==> config.mk <==
export PLATFORM = sky130hd
export DESIGN_NAME = cge_scale
export DESIGN_NICKNAME = d
export VERILOG_FILES = /design/src/rtl/cge_pkg.sv /design/src/rtl/cge_scale.sv
export SDC_FILE = /design/constraint.sdc
export NUM_CORES = 2
export LEC_CHECK = 0
export ABC_AREA = 1
export BUFFER_PORTS_ARGS = -buffer_cell sky130_fd_sc_hd__buf_2
export CAP_MARGIN = 30
export CORE_UTILIZATION = 40
export CTS_BUF_LIST = sky130_fd_sc_hd__clkbuf_4
export DETAILED_ROUTE_END_ITERATION = 10
export PLACE_DENSITY = 0.57
export SKIP_LAST_GASP = 1
export SYNTH_ARGS = -nofsm -noshare
export SYNTH_HDL_FRONTEND = slang
export SYNTH_SLANG_ARGS = --single-unit
==> constraint.sdc <==
create_clock -name clk -period 2.5 [get_ports clk]
set_clock_uncertainty 0.1 [all_clocks]
set_input_delay 0.25 -clock clk [delete_from_list [all_inputs] [get_ports clk]]
set_output_delay 0.25 -clock clk [all_outputs]
set_load 0.02 [all_outputs]
==> src/rtl/cge_pkg.sv <==
`timescale 1ns / 1ps
`default_nettype none

package cge_pkg;

    localparam int MAX_KEYS_DEF = 8;
    localparam int POS_W = 32;
    localparam int VAL_W = 16;
    localparam int DEN_W = 32;
    localparam int PROD_W = 48;
    localparam int ACCW = 49;
    localparam int QW = 16;
    localparam int RGB_W = 24;
    localparam int CNT_W = 4;
    localparam int NCH = 5;
    localparam int NSPAN = 2;
    localparam int CH_INT = 3;
    localparam int CH_ALPHA = 4;

    localparam logic [VAL_W-1:0] FULL_ALPHA = 16'hFFFF;
    localparam logic [RGB_W-1:0] UNIT_RGB = 24'h010000;
    localparam logic [31:0] RGB_ROUND = 32'd128;

    typedef enum logic [1:0] {
        FUNC_WR_COLOR = 2'd0,
        FUNC_WR_ALPHA = 2'd1,
        FUNC_EVAL     = 2'd2
    } func_t;

    typedef enum logic {
        CFG_COLOR_COUNT = 1'b0,
        CFG_ALPHA_COUNT = 1'b1
    } cfg_idx_t;

    typedef struct packed {
        logic [1:0]              func;
        logic [2:0]              key_slot;
        logic signed [POS_W-1:0] position;
        logic [VAL_W-1:0]        key_red;
        logic [VAL_W-1:0]        key_green;
        logic [VAL_W-1:0]        key_blue;
        logic [VAL_W-1:0]        key_intensity;
        logic [VAL_W-1:0]        key_alpha;
    } in_item_t;

    typedef struct packed {
        logic [RGB_W-1:0] out_red;
        logic [RGB_W-1:0] out_green;
        logic [RGB_W-1:0] out_blue;
        logic [VAL_W-1:0] out_alpha;
    } out_item_t;

    typedef struct packed {
        logic signed [POS_W-1:0] pos_lo;
        logic signed [POS_W-1:0] pos_hi;
        logic                    flat;
    } span_sel_t;

    typedef struct packed {
        logic signed [POS_W-1:0]        x;
        span_sel_t [NSPAN-1:0]          span;
        logic [NCH-1:0][VAL_W-1:0]      val_lo;
        logic [NCH-1:0][VAL_W-1:0]      val_hi;
        logic                           no_color;
    } sel_t;

    typedef struct packed {
        logic [NSPAN-1:0][DEN_W-1:0] den;
        logic [NCH-1:0][ACCW-1:0]    acc;
        logic                        no_color;
    } acc_t;

    typedef struct packed {
        logic [NCH-1:0][QW-1:0] quo;
        logic                   no_color;
    } quo_t;

    function automatic int span_of(input int ch);
        return (ch == CH_ALPHA) ? 1 : 0;
    endfunction

endpackage

`default_nettype wire

==> src/rtl/cge_scale.sv <==
`timescale 1ns / 1ps
`default_nettype none

module cge_scale (
    input  logic               clk,
    input  logic               rst_n,
    input  logic               in_valid,
    output logic               in_ready,
    input  cge_pkg::quo_t      in_quo,
    output logic               out_valid,
    input  logic               out_ready,
    output cge_pkg::out_item_t out_item
);
    import cge_pkg::*;

    logic      v_reg;
    out_item_t item_reg;
    out_item_t item_next;
    logic [31:0] prod [CH_INT];

    assign in_ready = !v_reg || out_ready;

    // colour times intensity, rounded, q8.16
    always_comb
    begin
        for (int ch = 0; ch < CH_INT; ch++)
        begin
            prod[ch] = 32'(in_quo.quo[ch]) * 32'(in_quo.quo[CH_INT]) + RGB_ROUND;
        end
        item_next.out_red   = in_quo.no_color ? UNIT_RGB : prod[0][31:8];
        item_next.out_green = in_quo.no_color ? UNIT_RGB : prod[1][31:8];
        item_next.out_blue  = in_quo.no_color ? UNIT_RGB : prod[2][31:8];
        item_next.out_alpha = in_quo.quo[CH_ALPHA];
    end

    always_ff @(posedge clk or negedge rst_n)
    begin
        if (!rst_n)
        begin
            v_reg <= 1'b0;
        end
        else if (in_ready)
        begin
            v_reg <= in_valid;
        end
    end

    always_ff @(posedge clk)
    begin
        if (in_ready)
        begin
            item_reg <= item_next;
        end
    end

    assign out_valid = v_reg;
    assign out_item  = item_reg;

endmodule

`default_nettype wire

==> flow_summary.toml <==
[run_status]
status = "finished with violations"
violations = "negative setup slack"

[clock_tree]
tritoncts = "yes"
numCtsBuffers = 9
clockBufferDepth = 2
root_buffer = "clkbuf_4"
path_clk_slew_ns = 0.26
ctsHtreeMaxLevel = 3
clock_latency_ns = 0.62
cts_num_sinks = 89

[route]
drc = 0
ant_nets = 0
vias_per_cell = 4.77
drt_iter0_markers = 1580
wirelength_um = 90300
wl_per_cell_um = 16.4
drtPass1Iterations = 7
vias = 26200

[flow_run]
max_cap_viol_count = 0

[worst_setup_path]
crit_path_end_kind = "flop"
worstReg2RegStart = "out_valid"
critPathMaxFanout = 6
crit_start = "in_quo[54]"
critPathArrivalTime_ns = 5.19
reg2reg_depth = 2
critPathKind = "input port to flop"
startpoint_type = "input port"
worstPathRequired_ns = 2.82

[sta]
final_hold_viol_count = 0
rsz0062_at_grt = "true"
timing.final.crit_share_pct = 195
slew_viol_final = 0
max_freq_mhz = 206
relSlewSlack_pct = 61.1
setup_violations = 72
fin_crit_ns = 4.86
setup_ws_ns = -2.36
worst_slew_pin_slew_ns = 0.584

[synth]
synthAdderAreaFrac_pct = 51.8
synth_top_family_by_area = "adder cells"
synth_top_area_share_pct = 38.1
synth_compound_area_share_pct = 4.74
syn_inst = 4034
synth_nets = 5034
synth_area_um2 = 30600
yosysTopAreaCell = "fa_1"
synth_warnings = 0
seq_area_frac_synth_pct = 8.73
yosysUniqueCellTypes = 32
muxShareOfSynthArea_pct = 0
synth.avg_cell_area_um2 = 7.58
yosys-top-cells-area = "fa_1 38%, inv_1 15%, ha_1 14%"
synth_xor_area_share_pct = 0.258
synth-seq-cells = 89
yosys.area_share.simple_pct = 17.3

[floorplan]
initial_core_util_pct = 40.7
die_w_um = 278
core_area_um2 = 75100
die_h_um = 278
die_area_um2 = 77500
rows = 100
boundaryPins = 175

[cells_and_area]
fin_util_pct = 53.1
syn_to_final_growth_pct = 30.4
fin_nets = 5519
drive_above_1_share_pct = 28.2

[global_routing]
overflow = 0
grt_pass1_vias = 27600
grt_pass1_wl_um = 145000
grt_max_degree = 46
antenna_found_initial = 4
grt_use_total_pct = 23.9

[placement]
place_congestion = 0.869
place_hpwl_um = 71400
portBuffers = 174

[worst_hold_path]
hold_class = "input port to flop"
hold_start = "in_quo[0]"
whs_path_depth = 3
## per-layer routing
layer	vias up	GRT usage, %	routed length (um)
li1	12600	-	-
met1	12900	33.5	41800
met2	572	39.4	42500
met3	115	2.82	3910
met4	2	5.67	2080
met5	-	0	13
## sequential cells by signal (all words and copies together), names as in the netlist
signal and flops:
out_item 88, out_valid 1
## layout by cell type, fill, tap and decap left out, drive strengths merged, types with 21 or more instances in the layout
cell,Yosys,routed
inv,1222,1226
nand2,1063,1063
buf,13,619
fa,582,582
ha,333,333
nor2,180,180
a21oi,157,157
edfxtp,88,88
o21ai,81,81
nand3,69,69
clkbuf,164,21
## kinds of logic (layout without fill, tap and decap cells)
group           count (synthesis)  count (layout)
simple gates                 1350            1350
xor+xnor                        9               9
fa+ha+maj                     915             915
flops                          89              89
other cells                     0               4
buf+inv                      1400            1890
compound gates                271             271
## synthesized netlist by cell type, drive strengths merged
library cell and count:
inv 1222, nand2 1063, fa 582, ha 333, nor2 180, clkbuf 164
a21oi 157, edfxtp 88, o21ai 81, nand3 69, nor3 20, o21bai 14
buf 13, xnor2 9, nand4 8, o21a 8, a21o 6, nor4 5
a21boi 3, and2 3, a31oi 2, nand3b 2, clkinv 1, dfrtp 1
## critical path, cell delays in order
cell and delay [ns]:
buf_12 0.13, buf_12 0.15, buf_12 0.15, nand2_4 0.05
inv_2 0.04, fa_1 0.50, inv_2 0.04, fa_1 0.44
fa_1 0.50, inv_2 0.04, fa_1 0.51, fa_1 0.51
inv_2 0.04, fa_1 0.52, inv_2 0.05, ha_4 0.34
nand2_4 0.10, nor2_4 0.15, inv_4 0.06, nor4_2 0.26
nand2_1 0.13, a21oi_2 0.16, nor2_2 0.04
## path summary, 6_finish.rpt
path                                end  slack [ns]
setup reg to reg           out_item[40]        0.92
max in group asynchronous     out_valid        1.86
setup / recovery           out_item[83]       -2.36
min in group asynchronous     out_valid        0.34
hold reg to reg             out_item[0]        0.61
hold / removal             out_item[66]        0.06
## timing repair
item                                    CTS  global route
gates cloned                             12             3
pin swaps                               151           245
setup buffers                            31            44
endpoints found under the setup margin   72            72
hold buffers                             20             0
gates resized for setup                 296           388
hold endpoints to repair                 24             0
## area by class of cell
| type | instances | area, um2 |
|---|---|---|
| antenna | 4 | 10.0 |
| clock buffer | 10 | 75.1 |
| clock inverter | 6 | 48.8 |
| fill | 7051 | 35200 |
| inverter | 1223 | 4600 |
| multi-input combinational | 2545 | 25500 |
| sequential | 89 | 2670 |
| tap | 969 | 1210 |
| timing repair buffer | 651 | 5710 |
## metrics by stage
stage / setup TNS, ns / area, um2 / setup slack, ns / hold slack, ns / std cells
after floorplan: -170.51 / 33000 / -2.60 / -0.146 / 4034
after global placement: -209.53 / 36200 / -3.12 / -0.0751 / 5372
after detailed placement: -210.79 / 36200 / -3.16 / -0.0741 / 5372
after CTS: -153.21 / 38100 / -2.25 / 0.0226 / 5451
after global routing: -165.91 / 39900 / -2.49 / 0.0711 / 5497
final: -158.09 / 39900 / -2.36 / 0.0567 / 5497
Power is not shown: default switching activity piles up to over one toggle a cycle in this logic, so the estimate is an artifact.
