### src/rtl/cge_pkg.sv
`timescale 1ns / 1ps
`default_nettype none

package cge_pkg;

    localparam int MAX_KEYS_DEF = 8;
    localparam int POS_W = 32;
    localparam int VAL_W = 16;
    localparam int DEN_W = 32;
    localparam int PROD_W = 48;
    localparam int ACCW = 49;
    localparam int QW = 16;
    localparam int RGB_W = 24;
    localparam int CNT_W = 4;
    localparam int NCH = 5;
    localparam int NSPAN = 2;
    localparam int CH_INT = 3;
    localparam int CH_ALPHA = 4;

    localparam logic [VAL_W-1:0] FULL_ALPHA = 16'hFFFF;
    localparam logic [RGB_W-1:0] UNIT_RGB = 24'h010000;
    localparam logic [31:0] RGB_ROUND = 32'd128;

    typedef enum logic [1:0] {
        FUNC_WR_COLOR = 2'd0,
        FUNC_WR_ALPHA = 2'd1,
        FUNC_EVAL     = 2'd2
    } func_t;

    typedef enum logic {
        CFG_COLOR_COUNT = 1'b0,
        CFG_ALPHA_COUNT = 1'b1
    } cfg_idx_t;

    typedef struct packed {
        logic [1:0]              func;
        logic [2:0]              key_slot;
        logic signed [POS_W-1:0] position;
        logic [VAL_W-1:0]        key_red;
        logic [VAL_W-1:0]        key_green;
        logic [VAL_W-1:0]        key_blue;
        logic [VAL_W-1:0]        key_intensity;
        logic [VAL_W-1:0]        key_alpha;
    } in_item_t;

    typedef struct packed {
        logic [RGB_W-1:0] out_red;
        logic [RGB_W-1:0] out_green;
        logic [RGB_W-1:0] out_blue;
        logic [VAL_W-1:0] out_alpha;
    } out_item_t;

    typedef struct packed {
        logic signed [POS_W-1:0] pos_lo;
        logic signed [POS_W-1:0] pos_hi;
        logic                    flat;
    } span_sel_t;

    typedef struct packed {
        logic signed [POS_W-1:0]        x;
        span_sel_t [NSPAN-1:0]          span;
        logic [NCH-1:0][VAL_W-1:0]      val_lo;
        logic [NCH-1:0][VAL_W-1:0]      val_hi;
        logic                           no_color;
    } sel_t;

    typedef struct packed {
        logic [NSPAN-1:0][DEN_W-1:0] den;
        logic [NCH-1:0][ACCW-1:0]    acc;
        logic                        no_color;
    } acc_t;

    typedef struct packed {
        logic [NCH-1:0][QW-1:0] quo;
        logic                   no_color;
    } quo_t;

    function automatic int span_of(input int ch);
        return (ch == CH_ALPHA) ? 1 : 0;
    endfunction

endpackage

`default_nettype wire

### src/rtl/cge_keys.sv
`timescale 1ns / 1ps
`default_nettype none

module cge_keys #(
    parameter int MAX_KEYS = cge_pkg::MAX_KEYS_DEF
) (
    input  logic                            clk,
    input  logic                            rst_n,
    input  logic [cge_pkg::CNT_W-1:0]       color_count,
    input  logic [cge_pkg::CNT_W-1:0]       alpha_count,
    input  logic                            in_valid,
    output logic                            in_ready,
    input  cge_pkg::in_item_t               in_item,
    output logic                            out_valid,
    input  logic                            out_ready,
    output cge_pkg::sel_t                   out_sel
);
    import cge_pkg::*;

    localparam int IW = $clog2(MAX_KEYS);
    localparam int NW = $clog2(MAX_KEYS + 1);

    logic signed [POS_W-1:0]    cpos_mem [MAX_KEYS];
    logic [CH_INT:0][VAL_W-1:0] cval_mem [MAX_KEYS];
    logic signed [POS_W-1:0]    apos_mem [MAX_KEYS];
    logic [VAL_W-1:0]           aval_mem [MAX_KEYS];

    logic     a_v_reg;
    in_item_t a_item_reg;
    logic     b_v_reg;
    sel_t     b_sel_reg;

    logic a_eval;
    logic a_go;
    logic b_ready;
    logic slot_ok;
    logic [IW-1:0] slot_idx;

    logic [NW-1:0]           cnt [NSPAN];
    logic signed [POS_W-1:0] pos_v [NSPAN][MAX_KEYS];
    logic [MAX_KEYS-1:0]     gt_v [NSPAN];
    logic [MAX_KEYS-1:0]     ge_v [NSPAN];
    logic [IW-1:0]           lo_idx [NSPAN];
    logic [IW-1:0]           hi_idx [NSPAN];
    logic                    span_flat [NSPAN];

    assign a_eval   = (a_item_reg.func == FUNC_EVAL);
    assign b_ready  = !b_v_reg || out_ready;
    assign a_go     = a_v_reg && (!a_eval || b_ready);
    assign in_ready = !a_v_reg || a_go;
    assign slot_ok  = (32'(a_item_reg.key_slot) < MAX_KEYS);
    assign slot_idx = IW'(a_item_reg.key_slot);

    assign cnt[0] = (32'(color_count) > MAX_KEYS) ? NW'(MAX_KEYS) : NW'(color_count);
    assign cnt[1] = (32'(alpha_count) > MAX_KEYS) ? NW'(MAX_KEYS) : NW'(alpha_count);

    // segment search, all keys compared at once
    always_comb
    begin
        logic [IW-1:0] f;
        logic [IW-1:0] i;
        logic [NW-1:0] last;
        logic [NW-1:0] lim;
        logic          found;
        pos_v[0] = cpos_mem;
        pos_v[1] = apos_mem;
        for (int s = 0; s < NSPAN; s++)
        begin
            for (int k = 0; k < MAX_KEYS; k++)
            begin
                gt_v[s][k] = pos_v[s][k] > a_item_reg.position;
                ge_v[s][k] = pos_v[s][k] >= a_item_reg.position;
            end
            last  = cnt[s] - NW'(1);
            lim   = cnt[s] - NW'(2);
            f     = IW'(last);
            found = 1'b0;
            for (int k = 0; k < MAX_KEYS; k++)
            begin
                if (!found && NW'(k) < cnt[s] && ge_v[s][k])
                begin
                    f     = IW'(k);
                    found = 1'b1;
                end
            end
            i = f;
            if (!(ge_v[s][f] && !gt_v[s][f]) && f != '0)
            begin
                i = f - IW'(1);
            end
            if (cnt[s] >= NW'(2) && NW'(i) > lim)
            begin
                i = IW'(lim);
            end
            if (cnt[s] == '0 || gt_v[s][0])
            begin
                lo_idx[s]    = '0;
                hi_idx[s]    = '0;
                span_flat[s] = 1'b1;
            end
            else if (!gt_v[s][IW'(last)])
            begin
                lo_idx[s]    = IW'(last);
                hi_idx[s]    = IW'(last);
                span_flat[s] = 1'b1;
            end
            else
            begin
                lo_idx[s]    = i;
                hi_idx[s]    = i + IW'(1);
                span_flat[s] = 1'b0;
            end
        end
    end

    always_ff @(posedge clk or negedge rst_n)
    begin
        if (!rst_n)
        begin
            a_v_reg <= 1'b0;
            b_v_reg <= 1'b0;
        end
        else
        begin
            if (in_ready)
            begin
                a_v_reg <= in_valid;
            end
            if (b_ready)
            begin
                b_v_reg <= a_v_reg && a_eval;
            end
        end
    end

    always_ff @(posedge clk)
    begin
        if (in_ready)
        begin
            a_item_reg <= in_item;
        end
    end

    // key writes leave the input stage in order with evaluations
    always_ff @(posedge clk)
    begin
        if (a_go && slot_ok && a_item_reg.func == FUNC_WR_COLOR)
        begin
            cpos_mem[slot_idx] <= a_item_reg.position;
            cval_mem[slot_idx] <= {a_item_reg.key_intensity, a_item_reg.key_blue,
                                   a_item_reg.key_green, a_item_reg.key_red};
        end
        if (a_go && slot_ok && a_item_reg.func == FUNC_WR_ALPHA)
        begin
            apos_mem[slot_idx] <= a_item_reg.position;
            aval_mem[slot_idx] <= a_item_reg.key_alpha;
        end
    end

    always_ff @(posedge clk)
    begin
        if (b_ready)
        begin
            b_sel_reg.x        <= a_item_reg.position;
            b_sel_reg.no_color <= (cnt[0] == '0);
            b_sel_reg.span[0].pos_lo <= cpos_mem[lo_idx[0]];
            b_sel_reg.span[0].pos_hi <= cpos_mem[hi_idx[0]];
            b_sel_reg.span[0].flat   <= span_flat[0];
            b_sel_reg.span[1].pos_lo <= apos_mem[lo_idx[1]];
            b_sel_reg.span[1].pos_hi <= apos_mem[hi_idx[1]];
            b_sel_reg.span[1].flat   <= span_flat[1];
            for (int ch = 0; ch <= CH_INT; ch++)
            begin
                b_sel_reg.val_lo[ch] <= cval_mem[lo_idx[0]][ch];
                b_sel_reg.val_hi[ch] <= cval_mem[hi_idx[0]][ch];
            end
            b_sel_reg.val_lo[CH_ALPHA] <= (cnt[1] == '0) ? FULL_ALPHA : aval_mem[lo_idx[1]];
            b_sel_reg.val_hi[CH_ALPHA] <= (cnt[1] == '0) ? FULL_ALPHA : aval_mem[hi_idx[1]];
        end
    end

    assign out_valid = b_v_reg;
    assign out_sel   = b_sel_reg;

endmodule

`default_nettype wire

### config.mk
export PLATFORM = sky130hd
export DESIGN_NAME = cge_keys
export DESIGN_NICKNAME = d
export VERILOG_FILES = /design/src/rtl/cge_pkg.sv /design/src/rtl/cge_keys.sv
export SDC_FILE = /design/constraint.sdc
export NUM_CORES = 2
export LEC_CHECK = 0
export BUFFER_PORTS_ARGS = -buffer_cell sky130_fd_sc_hd__buf_2
export CAP_MARGIN = 15
export CORE_MARGIN = 5
export CORE_UTILIZATION = 40
export DETAILED_ROUTE_END_ITERATION = 10
export SYNTH_ARGS = -nofsm -noshare
export SYNTH_HDL_FRONTEND = slang
export SYNTH_SLANG_ARGS = --single-unit
### constraint.sdc
create_clock -name clk -period 32.2 [get_ports clk]
set_clock_uncertainty 0.15 [all_clocks]
set_input_delay 3.22 -clock clk [delete_from_list [all_inputs] [get_ports clk]]
set_output_delay 3.22 -clock clk [all_outputs]
set_load 0.01 [all_outputs]
==> results.toml <==
[synthesis]
synth_area_leaders = "edfxtp_1 55%, mux2i_1 11%, ha_1 7.7%"
synth-seq-cells = 1594
synth.top_cell.area_share_pct = 55.1
synthArstFlopShare_pct = 0.125
ys_seq_area_share_pct = 55.1
synth_common_cells = "1,592 x edfxtp_1, 943 x mux2i_1, 534 x ha_1, 435 x o211ai_1, 351 x nand2_1"
ys_types = 100
ys.flop_type = "edfxtp_1"
yosysMostFrequentCell = "edfxtp_1"
synth_top_area_cell = "edfxtp_1"
syn_inst = 6564
synth_edf_count = 1592
syn_nets = 7227
yosysWarningCount = 0
netlist_area_um2 = 86800
synth_area_per_cell_um2 = 13.2

[placement]
port_buffers = 453
place_hpwl_mm = 184
dpl.cell_count = 9517
gp_congestion = 0.926

[floorplanning]
dieArea_um2 = 226000
rows = 171
die_h_um = 476
io_pins = 454
core_um2 = 217000
die_w_um = 476
initial_core_util_pct = 40.1

[critical_path]
cp-end-kind = "flip-flop"
cp_slowest_cell = "buf_4"
slowest_delay_ns = 0.93
cp_data_arrival_time_ns = 13.16
worstPathRequired_ns = 32.67
start_kind = "flip-flop"
criticalPathCategory = "flip-flop to flip-flop"
path_max_fanout = 60
path_delay_family = "simple AND/OR/NAND/NOR gates"
critical_path.most_common_cell = "ha_1"
path_buf_inv = 6

[finish]
fillers = 19300
top_register = "cval_mem"
layout-drive-gt1-share_pct = 14.1
final-instance-count-excl-fill = 9853
fin_nets = 7507
largest_reg_flops = 512
fin_util_pct = 45.1
synthToLayoutAreaGrowth_pct = 12.4

[job]
cap_violations = 0

[sta]
slew-limit-headroom_pct = 16.3
tightest_slew_ns = 1.26
layout_worst_path_cycle_share_pct = 39.4
slew_violations = 0
setup_viol = 0
grt_setup_unrepaired = "no"
hold_viol_final = 0
fin_setup_tns_ns = 0
fin_crit_ns = 12.69
fmax_mhz = 78.8

[clocking]
cts_setup_buffers = 0
cts.repair.resized = 0
clock_sinks = 1594
cts.path.max_buffers = 3
clkLatencyLatePin_ns = 0.88
hold_buffers = 0
cts_buffers = 179
cts-root-buf = "clkbuf_16"
clk_pin_slew_ns = 0.06
htreeDepth = 4
cts_tree = "yes"

[drt]
dr.pass1.iters = 6
remaining_drc_errors = 0
drt_iter0_markers = 7054
num_vias = 62500
wire_per_inst_um = 30.1
routed_wl_mm = 296
ant_nets = 0
vias_per_cell = 6.35

[pwr]
power_mw = 7.01
power_density_nw_per_um2 = 71.8
leakagePower_nw = 36.5
ir_drop_uv = 64.6

[grt]
grt_start_max_net_pins = 192
track_usage_pct = 25.3
antenna_found_initial = 19
grt_first_pass_wirelength_mm = 427
grt_pass1_vias = 61900
overflow = 0

[run_status]
outcome = "complete, no violations"

[hold_path]
hold_path.class = "flip-flop to flip-flop"
-- through the flow --
step | setup WS [ns] | instance area, um^2 | hold WS (ns)
final | 19.51 | 97500 | 0.421
after global routing | 18.87 | 97500 | 0.460
after CTS | 19.64 | 97500 | 0.432
after detailed placement | 19.14 | 91700 | 0.432
after global placement | 19.19 | 91700 | 0.420
after floorplan | 15.60 | 86800 | 0.349
-- path summary, 6_finish.rpt --
kind | from | end | slack, ns | depth (start not counted)
setup / recovery | a_item_reg[92]$_DFFE_PP_ | out_sel[39]$_DFFE_PP_ | 19.51 | 30
hold / removal | a_item_reg[1]$_DFFE_PP_ | aval_mem[6][1]$_DFFE_PP_ | 0.42 | 0
setup reg to reg | a_item_reg[92]$_DFFE_PP_ | out_sel[39]$_DFFE_PP_ | 19.51 | 30
hold reg to reg | a_item_reg[1]$_DFFE_PP_ | aval_mem[6][1]$_DFFE_PP_ | 0.42 | 0
max in group asynchronous | rst_n | a_v_reg$_DFFE_PN0P_ | 29.78 | 1
min in group asynchronous | rst_n | out_valid$_DFFE_PN0P_ | 2.02 | 1
-- layer usage --
layer / routed length, um / track usage (%)
met1: 120000 / 33.2
met2: 139000 / 41.3
met3: 24100 / 4.64
met4: 12900 / 10.3
met5: 49 / 0
-- worst reg2reg max path: cells and delay by family, from the launching register on --
family	cells	cell delay [ns]
flip-flops	1	0.79
AND/OR/NAND/NOR	11	3.85
buffers and inverters	6	3.09
AO/OA/AOI/OAI	8	3.05
multiplexers	1	0.25
adder cells (fa/ha/maj)	4	1.26
-- cells in the final DEF, fill, tap and decap left out, types with 15 or more instances in the layout --
cell / synthesis / final
o211a_1: 100 / 100
o21ai_0: 86 / 85
buf_2: 101 / 453
a211oi_1: 198 / 198
nor2b_1: 33 / 33
nor2_4: 0 / 16
inv_1: 101 / 101
a22oi_1: 192 / 192
a221oi_1: 287 / 287
a21oi_1: 186 / 185
nand2b_1: 25 / 24
clkinv_1: 0 / 37
nor3_1: 32 / 28
a311o_1: 18 / 17
clkinv_2: 0 / 35
o211ai_1: 435 / 435
clkbuf_1: 277 / 39
nor4_1: 20 / 19
a21o_1: 88 / 87
mux2i_1: 943 / 943
mux2_2: 51 / 51
nor2_1: 85 / 70
nand3_1: 79 / 79
buf_4: 53 / 109
a2bb2oi_1: 17 / 17
edfxtp_1: 1592 / 1592
and2_1: 187 / 185
a311oi_1: 31 / 31
nand4_1: 109 / 109
and4_1: 15 / 15
ha_1: 534 / 534
o21a_1: 27 / 26
a31oi_1: 44 / 43
clkbuf_16: 0 / 179
nand2_1: 351 / 351
-- cell families (layout without fill, tap and decap cells) --
group	after synthesis	after routing	share of synthesized area [%]
buffers and inverters	577	1004	3.09
multiplexers	998	998	11.6
AO/OA/AOI/OAI	1855	1855	16.4
adder cells (fa/ha/maj)	534	534	7.70
flip-flops	1594	1594	55.1
XOR/XNOR	5	5	0.0721
other	0	8	0
AND/OR/NAND/NOR	1001	1001	5.98
-- final cells by class --
| type | count | area (um^2) | share of cell area (%) |
|---|---|---|---|
| clock inverters | 109 | 1210 | 1.24 |
| multi-input cells | 4393 | 36600 | 37.5 |
| clock buffers | 219 | 4640 | 4.76 |
| inverters | 105 | 394 | 0.404 |
| diodes | 8 | 20.0 | 0.0205 |
| flip-flops and latches | 1594 | 47900 | 49.1 |
| well taps | 2854 | 3570 | 3.66 |
| repair buffers | 571 | 3270 | 3.35 |
-- power by group --
part / switching [mW] / total (mW) / leakage [nW] / internal (mW)
sequential: 0.180 / 2.75 / 14.9 / 2.57
clock: 0.898 / 2.05 / 2.83 / 1.15
combinational: 1.44 / 2.21 / 18.7 / 0.775
(Power assumes the default switching activity.)
